`config.mk`:
```
export PLATFORM = sky130hd
export DESIGN_NAME = ready_queue_class_ordered_flat
export DESIGN_NICKNAME = d
export VERILOG_FILES = /design/src/rtl/rqco_pkg.sv /design/src/rtl/rqco_if.sv /design/src/rtl/ready_queue_class_ordered.sv /design/src/rtl/rqco_ram.sv /design/src/flat_wrapper.sv
export SDC_FILE = /design/constraint.sdc
export NUM_CORES = 1
export LEC_CHECK = 0
export ABC_AREA = 1
export BUFFER_PORTS_ARGS = -buffer_cell sky130_fd_sc_hd__buf_2
export CORE_MARGIN = 2
export CORE_UTILIZATION = 40
export CTS_CLUSTER_SIZE = 10
export DETAILED_ROUTE_END_ITERATION = 12
export SYNTH_ARGS = -nofsm -noshare
export SYNTH_HDL_FRONTEND = slang
export SYNTH_HIERARCHICAL = 1
export SYNTH_SLANG_ARGS = --single-unit
export TNS_END_PERCENT = 1
```
`constraint.sdc`:
```
create_clock -name clk -period 3.1 [get_ports clk]
set_clock_uncertainty 0.1 [all_clocks]
set_input_delay 0.31 -clock clk [delete_from_list [all_inputs] [get_ports clk]]
set_output_delay 0.31 -clock clk [all_outputs]
set_load 0.005 [all_outputs]
```
`src/rtl/rqco_pkg.sv`:
```
// rqco_pkg: shared types, sizes and helpers for the class-ordered ready queue
// no dependencies
package rqco_pkg;

  localparam int QUEUE_DEPTH = 16;
  localparam int CLASS_COUNT = 4;
  localparam int ADDR_W = $clog2(QUEUE_DEPTH);
  localparam int CNT_W = $clog2(QUEUE_DEPTH + 1);
  localparam int CLS_W = 3;
  localparam int CIDX_W = (CLASS_COUNT > 1) ? $clog2(CLASS_COUNT) : 1;

  typedef enum logic [1:0] {
    ACT_APPEND = 2'd0,
    ACT_ROTATE = 2'd1,
    ACT_DEQUEUE = 2'd2,
    ACT_INSERT = 2'd3
  } action_t;

  typedef enum logic [1:0] {
    ST_OK = 2'd0,
    ST_EMPTY = 2'd1,
    ST_FULL = 2'd2
  } status_t;

  typedef enum logic [1:0] {
    S_IDLE,
    S_HEAD,
    S_SCAN,
    S_TAIL
  } state_t;

  typedef struct packed {
    logic [7:0]       id;
    logic [CLS_W-1:0] cls;
  } entry_t;

  // wraps a circular address, offset is at most QUEUE_DEPTH
  function automatic logic [ADDR_W-1:0] wrap_add(input logic [ADDR_W-1:0] base,
                                                 input logic [CNT_W-1:0] ofs);
    logic [CNT_W:0] sum;
    sum = (CNT_W + 1)'(base) + (CNT_W + 1)'(ofs);
    if (sum >= (CNT_W + 1)'(QUEUE_DEPTH)) begin
      sum = sum - (CNT_W + 1)'(QUEUE_DEPTH);
    end
    return sum[ADDR_W-1:0];
  endfunction

  function automatic logic [CLS_W-1:0] fix_class(input logic [CLS_W-1:0] c);
    if (c == '0) begin
      return CLS_W'(1);
    end else if ((CLS_W + 1)'(c) > (CLS_W + 1)'(CLASS_COUNT)) begin
      return CLS_W'(CLASS_COUNT);
    end
    return c;
  endfunction

endpackage

```
`src/rtl/rqco_if.sv`:
```
// rqco_req_if, rqco_rsp_if: valid/ready channels for requests and responses
// no dependencies
interface rqco_req_if;
  logic       valid;
  logic       ready;
  logic [1:0] action;
  logic [7:0] entry_id;
  logic [2:0] entry_class;
  modport source (output valid, action, entry_id, entry_class, input ready);
  modport sink (input valid, action, entry_id, entry_class, output ready);
endinterface

interface rqco_rsp_if;
  logic       valid;
  logic       ready;
  logic [1:0] status;
  logic [7:0] out_id;
  logic [2:0] out_class;
  logic [4:0] occupancy;
  logic [4:0] count_class_one;
  logic [4:0] count_class_two;
  logic [4:0] count_class_three;
  logic [4:0] count_class_four;
  modport source (output valid, status, out_id, out_class, occupancy, count_class_one,
                  count_class_two, count_class_three, count_class_four, input ready);
  modport sink (input valid, status, out_id, out_class, occupancy, count_class_one,
                count_class_two, count_class_three, count_class_four, output ready);
endinterface

```
`src/rtl/ready_queue_class_ordered.sv`:
```
// ready_queue_class_ordered: circular queue in a ram with ordered insert
// depends on rqco_pkg, rqco_if, rqco_ram
//
//   channel  dir  role
//   req      in   action, entry_id, entry_class
//   rsp      out  status, head entry, occupancy, class counts
//
// one word at a time; a new word is taken only when the last response is gone
// append and status-only words finish on acceptance; rotate and dequeue add a ram read (S_HEAD)
// ordered insert: walks every held entry in S_SCAN, then S_TAIL; one ram read per entry scanned
// rst clears head, count and class counters; ram contents are not cleared
// a stalled rsp holds the block with the response registered
module ready_queue_class_ordered (
  input logic clk,
  input logic rst,
  rqco_req_if.sink   req,
  rqco_rsp_if.source rsp
);

  localparam int AW = rqco_pkg::ADDR_W;
  localparam int CW = rqco_pkg::CNT_W;
  localparam int LW = rqco_pkg::CLS_W;
  localparam int NC = rqco_pkg::CLASS_COUNT;
  localparam int IW = rqco_pkg::CIDX_W;

  rqco_pkg::state_t state, state_next;
  logic [AW-1:0] head, head_next;
  logic [CW-1:0] held, held_next;
  logic [CW-1:0] cls_cnt [NC];
  logic [AW-1:0] idx, idx_next;
  logic found, found_next;
  rqco_pkg::entry_t carry, carry_next;
  rqco_pkg::action_t act;
  logic [LW-1:0] cls;
  logic rsp_valid;
  logic [1:0] status;
  logic [7:0] out_id;
  logic [LW-1:0] out_class;

  logic accept, finish, cnt_inc, cnt_dec;
  logic [LW-1:0] cnt_cls;
  rqco_pkg::status_t status_d;
  rqco_pkg::entry_t out_d;
  rqco_pkg::action_t req_act;
  logic [LW-1:0] req_cls;

  logic ram_we, ram_re;
  logic [AW-1:0] ram_waddr, ram_raddr;
  rqco_pkg::entry_t ram_wdata, ram_rdata;

  rqco_ram u_ram (
    .clk(clk), .we(ram_we), .waddr(ram_waddr), .wdata(ram_wdata),
    .re(ram_re), .raddr(ram_raddr), .rdata(ram_rdata)
  );

  assign req.ready = (state == rqco_pkg::S_IDLE) && !rsp_valid;
  assign accept = req.valid && req.ready;
  assign req_act = rqco_pkg::action_t'(req.action);
  assign req_cls = rqco_pkg::fix_class(req.entry_class);

  always_comb begin
    state_next = state;
    case (state)
      rqco_pkg::S_IDLE: begin
        if (accept) begin
          if ((req_act == rqco_pkg::ACT_ROTATE || req_act == rqco_pkg::ACT_DEQUEUE)
              && held != '0) begin
            state_next = rqco_pkg::S_HEAD;
          end else if (req_act == rqco_pkg::ACT_INSERT && held != CW'(rqco_pkg::QUEUE_DEPTH)) begin
            state_next = (held == '0) ? rqco_pkg::S_TAIL : rqco_pkg::S_SCAN;
          end
        end
      end
      rqco_pkg::S_HEAD: state_next = rqco_pkg::S_IDLE;
      rqco_pkg::S_SCAN: begin
        if (CW'(idx) == held - CW'(1)) begin
          state_next = rqco_pkg::S_TAIL;
        end
      end
      rqco_pkg::S_TAIL: state_next = rqco_pkg::S_IDLE;
      default: state_next = rqco_pkg::S_IDLE;
    endcase
  end

  always_comb begin
    finish = 1'b0;
    status_d = rqco_pkg::ST_OK;
    out_d = '0;
    cnt_inc = 1'b0;
    cnt_dec = 1'b0;
    cnt_cls = cls;
    head_next = head;
    held_next = held;
    idx_next = idx;
    found_next = found;
    carry_next = carry;
    ram_we = 1'b0;
    ram_waddr = head;
    ram_wdata = carry;
    ram_re = 1'b0;
    ram_raddr = head;
    case (state)
      rqco_pkg::S_IDLE: begin
        if (accept) begin
          idx_next = '0;
          found_next = 1'b0;
          carry_next.id = req.entry_id;
          carry_next.cls = req_cls;
          cnt_cls = req_cls;
          case (req_act)
            rqco_pkg::ACT_APPEND, rqco_pkg::ACT_INSERT: begin
              if (held == CW'(rqco_pkg::QUEUE_DEPTH)) begin
                finish = 1'b1;
                status_d = rqco_pkg::ST_FULL;
              end else if (req_act == rqco_pkg::ACT_APPEND) begin
                finish = 1'b1;
                ram_we = 1'b1;
                ram_waddr = rqco_pkg::wrap_add(head, held);
                ram_wdata = carry_next;
                held_next = held + CW'(1);
                cnt_inc = 1'b1;
              end else begin
                ram_re = 1'b1;
              end
            end
            default: begin
              if (held == '0) begin
                finish = 1'b1;
                status_d = rqco_pkg::ST_EMPTY;
              end else begin
                ram_re = 1'b1;
              end
            end
          endcase
        end
      end
      rqco_pkg::S_HEAD: begin
        finish = 1'b1;
        out_d = ram_rdata;
        head_next = rqco_pkg::wrap_add(head, CW'(1));
        cnt_cls = ram_rdata.cls;
        if (act == rqco_pkg::ACT_ROTATE) begin
          ram_we = 1'b1;
          ram_waddr = rqco_pkg::wrap_add(head, held);
          ram_wdata = ram_rdata;
        end else begin
          held_next = held - CW'(1);
          cnt_dec = 1'b1;
        end
      end
      rqco_pkg::S_SCAN: begin
        if (found || ram_rdata.cls >= cls) begin
          ram_we = 1'b1;
          ram_waddr = rqco_pkg::wrap_add(head, CW'(idx));
          ram_wdata = carry;
          carry_next = ram_rdata;
          found_next = 1'b1;
        end
        if (CW'(idx) != held - CW'(1)) begin
          idx_next = idx + AW'(1);
          ram_re = 1'b1;
          ram_raddr = rqco_pkg::wrap_add(head, CW'(idx) + CW'(1));
        end
      end
      rqco_pkg::S_TAIL: begin
        finish = 1'b1;
        ram_we = 1'b1;
        ram_waddr = rqco_pkg::wrap_add(head, held);
        ram_wdata = carry;
        held_next = held + CW'(1);
        cnt_inc = 1'b1;
      end
      default: ;
    endcase
  end

  always_ff @(posedge clk) begin
    if (rst) begin
      state <= rqco_pkg::S_IDLE;
      head <= '0;
      held <= '0;
      rsp_valid <= 1'b0;
      for (int k = 0; k < NC; k++) begin
        cls_cnt[k] <= '0;
      end
    end else begin
      state <= state_next;
      head <= head_next;
      held <= held_next;
      if (finish) begin
        rsp_valid <= 1'b1;
      end else if (rsp.ready) begin
        rsp_valid <= 1'b0;
      end
      if (cnt_inc) begin
        cls_cnt[IW'(cnt_cls - LW'(1))] <= cls_cnt[IW'(cnt_cls - LW'(1))] + CW'(1);
      end else if (cnt_dec) begin
        cls_cnt[IW'(cnt_cls - LW'(1))] <= cls_cnt[IW'(cnt_cls - LW'(1))] - CW'(1);
      end
    end
  end

  always_ff @(posedge clk) begin
    idx <= idx_next;
    found <= found_next;
    carry <= carry_next;
    if (accept) begin
      act <= req_act;
      cls <= req_cls;
    end
    if (finish) begin
      status <= status_d;
      out_id <= out_d.id;
      out_class <= out_d.cls;
    end
  end

  logic [4:0] cnt_out [4];
  for (genvar k = 0; k < 4; k++) begin : g_cnt
    if (k < NC) begin : g_on
      assign cnt_out[k] = 5'(cls_cnt[k]);
    end else begin : g_off
      assign cnt_out[k] = '0;
    end
  end

  assign rsp.valid = rsp_valid;
  assign rsp.status = status;
  assign rsp.out_id = out_id;
  assign rsp.out_class = out_class;
  assign rsp.occupancy = 5'(held);
  assign rsp.count_class_one = cnt_out[0];
  assign rsp.count_class_two = cnt_out[1];
  assign rsp.count_class_three = cnt_out[2];
  assign rsp.count_class_four = cnt_out[3];

  logic [CW+3:0] cnt_sum;
  always_comb begin
    cnt_sum = '0;
    for (int k = 0; k < NC; k++) begin
      cnt_sum = cnt_sum + (CW + 4)'(cls_cnt[k]);
    end
  end

`ifndef SYNTHESIS
  a_held_bound: assert property (@(posedge clk) disable iff (rst)
    held <= CW'(rqco_pkg::QUEUE_DEPTH))
    else $error("occupancy beyond depth");
  a_cnt_sum: assert property (@(posedge clk) disable iff (rst)
    cnt_sum == (CW + 4)'(held))
    else $error("class counts disagree with occupancy");
  a_rsp_drop: assert property (@(posedge clk) disable iff (rst)
    rsp_valid && !rsp.ready |=> rsp_valid)
    else $error("response lost while stalled");
  a_busy: assert property (@(posedge clk) disable iff (rst)
    state != rqco_pkg::S_IDLE |-> !req.ready)
    else $error("word taken while busy");
`endif

endmodule

```
`src/rtl/rqco_ram.sv`:
```
// rqco_ram: entry store, one write port, one read port with registered data
// depends on rqco_pkg
module rqco_ram (
  input  logic                      clk,
  input  logic                      we,
  input  logic [rqco_pkg::ADDR_W-1:0] waddr,
  input  rqco_pkg::entry_t          wdata,
  input  logic                      re,
  input  logic [rqco_pkg::ADDR_W-1:0] raddr,
  output rqco_pkg::entry_t          rdata
);

  rqco_pkg::entry_t mem [rqco_pkg::QUEUE_DEPTH];

  always_ff @(posedge clk) begin
    if (we) begin
      mem[waddr] <= wdata;
    end
  end

  always_ff @(posedge clk) begin
    if (re) begin
      rdata <= mem[raddr];
    end
  end

endmodule
```
`src/flat_wrapper.sv`:
```
// flat-port wrapper written by rule: the top's interface ports become plain ports
module ready_queue_class_ordered_flat 
  (clk, rst, req_valid, req_action, req_entry_id, req_entry_class, req_ready, rsp_valid, rsp_status, rsp_out_id, rsp_out_class, rsp_occupancy, rsp_count_class_one, rsp_count_class_two, rsp_count_class_three, rsp_count_class_four, rsp_ready);
  rqco_req_if req_i ();
  rqco_rsp_if rsp_i ();
  input logic clk;
  input logic rst;
  input wire logic [$bits(req_i.valid)-1:0] req_valid;
  input wire logic [$bits(req_i.action)-1:0] req_action;
  input wire logic [$bits(req_i.entry_id)-1:0] req_entry_id;
  input wire logic [$bits(req_i.entry_class)-1:0] req_entry_class;
  output wire logic [$bits(req_i.ready)-1:0] req_ready;
  output wire logic [$bits(rsp_i.valid)-1:0] rsp_valid;
  output wire logic [$bits(rsp_i.status)-1:0] rsp_status;
  output wire logic [$bits(rsp_i.out_id)-1:0] rsp_out_id;
  output wire logic [$bits(rsp_i.out_class)-1:0] rsp_out_class;
  output wire logic [$bits(rsp_i.occupancy)-1:0] rsp_occupancy;
  output wire logic [$bits(rsp_i.count_class_one)-1:0] rsp_count_class_one;
  output wire logic [$bits(rsp_i.count_class_two)-1:0] rsp_count_class_two;
  output wire logic [$bits(rsp_i.count_class_three)-1:0] rsp_count_class_three;
  output wire logic [$bits(rsp_i.count_class_four)-1:0] rsp_count_class_four;
  input wire logic [$bits(rsp_i.ready)-1:0] rsp_ready;
  assign req_i.valid = req_valid;
  assign req_i.action = req_action;
  assign req_i.entry_id = req_entry_id;
  assign req_i.entry_class = req_entry_class;
  assign req_ready = req_i.ready;
  assign rsp_valid = rsp_i.valid;
  assign rsp_status = rsp_i.status;
  assign rsp_out_id = rsp_i.out_id;
  assign rsp_out_class = rsp_i.out_class;
  assign rsp_occupancy = rsp_i.occupancy;
  assign rsp_count_class_one = rsp_i.count_class_one;
  assign rsp_count_class_two = rsp_i.count_class_two;
  assign rsp_count_class_three = rsp_i.count_class_three;
  assign rsp_count_class_four = rsp_i.count_class_four;
  assign rsp_i.ready = rsp_ready;
  ready_queue_class_ordered u_core (.clk(clk), .rst(rst), .req(req_i), .rsp(rsp_i));
endmodule
```
# After elaboration in Yosys (flattened, before gate mapping)
# Memory sizes are Yosys's and may differ from the RTL's. A register that Yosys moved wholly into a read port is not among the register bits.
# Cells that the tools add are included.
# W data, S select, Z words.
[word_totals] ff_bits=46 mem_bits_rw=196 in_bits=17 out_inout_bits=40 elab_cells=170 memories=2
[classes] addsub=15 n_lt_le_gt_ge=6 n_eq_ne=20 muxes=89 bitwise_logic=1 reduce_logical=24
[memory_table] memory="u_core.u_ram.mem" depth=16 width=11 read_ports=1 rd_ports_with_merged_regs=1 write_ports=1 line_no="rqco_ram.sv:13" source="rqco_pkg::entry_t mem [rqco_pkg::QUEUE_DEPTH];"
[memory_table] memory="u_core.cls_cnt" depth=4 width=5 read_ports=5 rd_ports_with_merged_regs=0 write_ports=4 line_no="ready_queue_class_ordered.sv:29" source="logic [CW-1:0] cls_cnt [NC];"
[op_table] cell="$mux W11" n=7
[op_table] cell="$mux W4" n=14
[op_table] cell="$mux W1" n=38
[op_table] cell="$mux W5" n=7
[op_table] cell="$pmux W11 S3" n=1
[op_table] cell="$pmux W11 S2" n=1
[op_table] cell="$pmux W4 S4" n=1
[op_table] cell="$sub A4 B1 Y4 const B" n=4
[op_table] cell="$pmux W5 S3" n=1
[op_table] cell="$mux W2" n=7
[op_table] cell="$add A4 B5 Y6" n=2
[op_table] cell="$ge A6 B5 Y1 const B" n=2
[op_table] cell="$mux W3" n=4
[op_table] cell="$add A4 B1 Y5 const B" n=2
[op_table] cell="$add A5 B1 Y5 const B" n=2
[op_table] cell="$ge A5 B5 Y1 const B" n=2
[op_table] cell="$sub A5 B1 Y5 const B" n=2
[op_table] cell="$reduce_and A3 Y1" n=3
[op_table] cell="$eq A2 B2 Y1 const B" n=4
[op_table] cell="$ne A2 B1 Y1 const B" n=4
[op_table] cell="$ne A2 B2 Y1 const B" n=4
[op_table] cell="$pmux W1 S2" n=4
[op_table] cell="$pmux W4 S2" n=1
[op_table] cell="$eq A2 B1 Y1 const B" n=3
[op_table] cell="other kinds (27)" n=35

# Longest topological paths before layout
[depth] word_depth=12 depth_mapped=26 depth_no_buf=24

# Modules after synthesis
# The synthesis kept the hierarchy.
[by_module_without_submodules] module="rqco_ram" n_inst=1 cells_per_inst=747 area_per_inst_um2=7958.9 seq_area_each_um2=5615.4
[by_module_without_submodules] module="ready_queue_class_ordered" n_inst=1 cells_per_inst=546 area_per_inst_um2=4471.8 seq_area_each_um2=1841.8

# Least setup slack after synthesis
# No wires, ideal clock.
[synth_timing] path_kind="register -> register" startpoint="register u_core.state[0]" endpoint="memory u_core/cls_cnt[0][4] (netlist bit) (data pin)" setup_time_ns=0.259 arrival_time_ns=2.815 required_time_ns=2.741 path_slack_ns=-0.074 path_stages_with_launch=22 synth_period_minus_slack_ns=3.174 path_cell_list="dfxtp_1 > inv_1 > ha_1 > buf_6 > nor2_1 > nand2_1 > nand2_4 > nand2_4 > nand2_2 > nand2_2 > and2_4 > buf_6 > fa_1 > nand2_1 > inv_1 > o21ai_0 > and2_1 > inv_1 > nand2_1 > nand2_1 > nand3_1 > a21oi_1"
[synth_rtl] element="from (decl)" line_no="ready_queue_class_ordered.sv:26" source="rqco_pkg::state_t state, state_next;"
[synth_rtl] element="from (signal assigned)" line_no="ready_queue_class_ordered.sv:179" source="state <= rqco_pkg::S_IDLE;"
[synth_rtl] element="from (signal assigned)" line_no="ready_queue_class_ordered.sv:187" source="state <= state_next;"
[synth_rtl] element="to (decl)" line_no="ready_queue_class_ordered.sv:29"

==> flow_summary.ini <==
[place]
place_congestion = 0.868
numPlacedInstances = 1816
place_hpwl_um = 20400
numPortBuffers = 56

[flow_run]
maxCapViolations = 0

[floorplanning]
start_util_pct = 40.6
die_h_um = 180
core_um2 = 30600
io_pins = 57
fp.dieW_um = 180
die-area_um2 = 32500
rows = 64

[global_route]
grt-ovfl-total = 0
antenna_found_initial = 0
grt.busiest_layer = met2
use_met3_pct = 3.01
grtUsageMet1_pct = 27.5
grt_pass1_vias = 8523
grt_use_total_pct = 18.5
met2_usage_pct = 28.5
grt_max_degree = 45
grt_first_pass_wirelength_um = 48000

[detailed_routing]
drc = 0
viasPerCell = 4.95
post_drt_wl_per_cell_um = 16.3
firstDrtPassIters = 5
drtIter0Drc = 790
vias = 9338
ant_nets = 0
postRouteWirelength_um = 30800

[final_layout]
areaGrowthSynthToFinish_pct = 23.0
final_core_util_pct = 50.0
drive_above_1_share_pct = 19.9
antenna_cells = 0
nNetsFinal = 1521
fin_cells = 1885

[sta]
finalCriticalPeriod_ns = 3.11
max_freq_mhz = 322
fin_crit_sh_pct = 100
worst_slew_pin_slew_ns = 1.18
grt_setup_unrepaired = yes
setup_ws_ns = -0.00771
holdWs_ns = 0.0876
final-hold-violation-count = 0
max_slew_margin_pct = 20.9
drv_slew = 0
finalSetupViolCount = 3

[power]
power.density_nw_per_um2 = 1090
vdd_drop_max_v = 0.000592
p_leak_nw = 6.75

[worst_setup_path]
r2r_start = u_core/state[0]$_SDFFE_PP0P_
critPathKind = register to register
rrSetupSlack_ns = -0.008
arrival_ns = 3.30
reg2reg_to = u_core/cls_cnt[0][4]$_SDFFCE_PN0P_
rr_worst_depth = 21
crit_fanout = 6
critPathCaptureType = register
cp.required_ns = 3.29
worst_setup_path_start_kind = register

[clocking]
tritoncts = built
clock-sinks = 253
htree_levels = 1
numCtsBuffers = 30
clk_pin_slew_ns = 0.06
clk_latency_ns = 0.58
ctsLongestPathBuffers = 3
cts-root-buf = clkbuf_16

[yosys]
synth_flop_cell = edfxtp_1
syn_inst = 1293
yosysUniqueCellTypes = 42
syn_area_per_cell_um2 = 9.61
netlist.area_leader.share_pct = 57.7
ys_seq_area_share_pct = 60.0
yosysTopAreaCell = edfxtp_1
synth_area_um2 = 12400
synth-seq-cells = 253
yosysWarnings = 6
synth_fp_nets = 1340
synthTopCellsByArea = edfxtp_1 (58%), nand2_1 (11%), inv_1 (6.4%)
synth_edf_count = 239
ys_async_sr_fraction_pct = 0

[worst_hold_path]
hold_class = input pin to register
hold_end = u_core/cls[1]$_DFF_P_
holdCritStartpoint = req_valid
whs_path_depth = 3

[status]
violations = setup timing
outcome = finished with violations
==> cell usage after synthesis, types with 2 or more instances <==
cell,instances
nand3_4,3
nor2_4,4
nand4_1,2
buf_4,5
a32oi_1,9
nand3b_1,4
nand2_1,375
nand2_2,9
clkbuf_1,13
xnor2_1,8
nand3_2,3
xor2_1,10
inv_1,213
inv_4,2
and2_1,2
nor4_1,2
a21oi_1,38
o22ai_1,9
fa_1,4
dfxtp_1,14
buf_2,20
o311ai_0,2
ha_1,26
nor2_2,2
inv_2,4
buf_6,7
edfxtp_1,239
buf_1,4
nand3_1,148
nor2_1,61
o21ai_0,31
a31oi_1,3
nand2_4,5
nor3_1,4
==> worst max-delay path, cell delays in order, from the launching register on <==
cell and delay (ns):
dfxtp_4 0.36, inv_4 0.08, ha_4 0.20, inv_4 0.05, nor2_4 0.12, nand3_2 0.09, nand3_2 0.10, nand2_2 0.06
nand2_4 0.13, nand3_4 0.12, o22ai_1 0.14, nor2_1 0.11, fa_2 0.41, nand2_2 0.07, inv_2 0.03, o21ai_1 0.13
and2_1 0.17, inv_1 0.04, nand2_1 0.06, nand2_2 0.09, nand3_4 0.12, a21oi_2 0.06
==> worst max path at each step <==
stage	slack (ns)	cells past startpoint	from	to
floorplan	0.01	24	u_core/state[0]$_SDFFE_PP0P_	u_core/cls_cnt[1][4]$_SDFFCE_PN0P_
global placement	-0.08	24	req_entry_class[0]	u_core/cls_cnt[2][4]$_SDFFCE_PN0P_
detailed placement	-0.15	24	req_entry_class[0]	u_core/cls_cnt[3][4]$_DFFE_PP_
CTS	0.02	21	u_core/state[0]$_SDFFE_PP0P_	u_core/cls_cnt[0][4]$_SDFFCE_PN0P_
global route	-0.17	22	u_core/state[1]$_SDFFE_PP0P_	u_core/cls_cnt[0][4]$_SDFFCE_PN0P_
finish	-0.008	21	u_core/state[0]$_SDFFE_PP0P_	u_core/cls_cnt[0][4]$_SDFFCE_PN0P_
==> logic make-up after synthesis <==
logic type | count (synthesis) | synth area share, %
adder cells (fa/ha/maj) | 30 | 3.26
AO/OA/AOI/OAI | 98 | 4.58
buffers and inverters | 268 | 8.91
flip-flops | 253 | 60.0
AND/OR/NAND/NOR | 626 | 22.0
XOR/XNOR | 18 | 1.27
==> report_power, final <==
group / internal [W] / switching (W) / leakage (nW)
clock network: 0.00187 / 0.00134 / 0.420
logic: 0.00304 / 0.00505 / 4.00
registers: 0.00506 / 0.000298 / 2.33
total: 0.00997 / 0.00669 / 6.75
==> final cells by class <==
cell class | count | area, um2
Timing Repair Buffer | 198 | 1560
Sequential cell | 253 | 7460
Tap cell | 396 | 495
Clock inverter | 5 | 71.3
Fill cell | 2755 | 15300
Inverter | 219 | 838
Multi-Input combinational cell | 772 | 4050
Clock buffer | 42 | 806
==> stage by stage <==
step	setup WS (ns)	power, W	cell area, um2	setup TNS, ns
2_1_floorplan	0.0111	0.0100	12400	0
3_5_place_dp	-0.146	0.0130	14100	-1.40
6_report	-0.00771	0.0167	15300	-0.0168
4_1_cts	0.0174	0.0163	15100	0
3_3_place_gp	-0.0770	0.0129	14100	-0.357
5_1_grt	-0.170	0.0177	15300	-0.713
==> routing by layer <==
layer	share of wire, %	wire [um]	vias to the layer above
li1	-	-	4575
met1	47	14500	4424
met2	45	13800	303
met3	6.6	2030	36
met4	1.5	448	0
met5	0	0	-
==> sequential cells by signal, summed over array words and instances (netlist names) <==
signal	cells
u_core/u_ram/mem	176
u_core/cls_cnt	20
u_core/carry	11
u_core/u_ram/rdata	11
u_core/rsp.out_id	8
u_core/rsp.occupancy	5
u_core/head	4
u_core/idx	4
u_core/cls	3
u_core/rsp.out_class	3
u_core/act	2
u_core/rsp.status	2
u_core/state	2
u_core/found	1
u_core/rsp.valid	1
==> layout by cell type (no fill, tap or decap), types with 5 or more instances in the layout <==
cell           netlist  final
a21oi_1             38     33
a21oi_2              1      5
a32oi_1              9      9
buf_12               0     14
buf_2               20     56
buf_4                5    114
clkbuf_1            13     11
clkbuf_16            0     30
dfxtp_1             14     10
dlygate4sd3_1        0     12
edfxtp_1           239    239
ha_1                26     24
inv_1              213    206
inv_2                4      7
inv_4                2      5
nand2_1            375    370
nand2_2              9     12
nand2_4              5      6
nand3_1            148    142
nand3_2              3      8
nor2_1              61     56
nor2_4               4      7
o21ai_0             31     28
o22ai_1              9      8
xnor2_1              8      8
xor2_1              10      9
==> what timing repair did <==
action                                  4_1_cts  5_1_grt
pin swaps                                     0       20
gates resized for setup                       6       38
endpoints found under the hold margin        12        0
endpoints found under the setup margin       14       42
hold buffers                                 12        0
setup buffers                                 0       10
No activity file was read; power rests on OpenSTA's default activity.
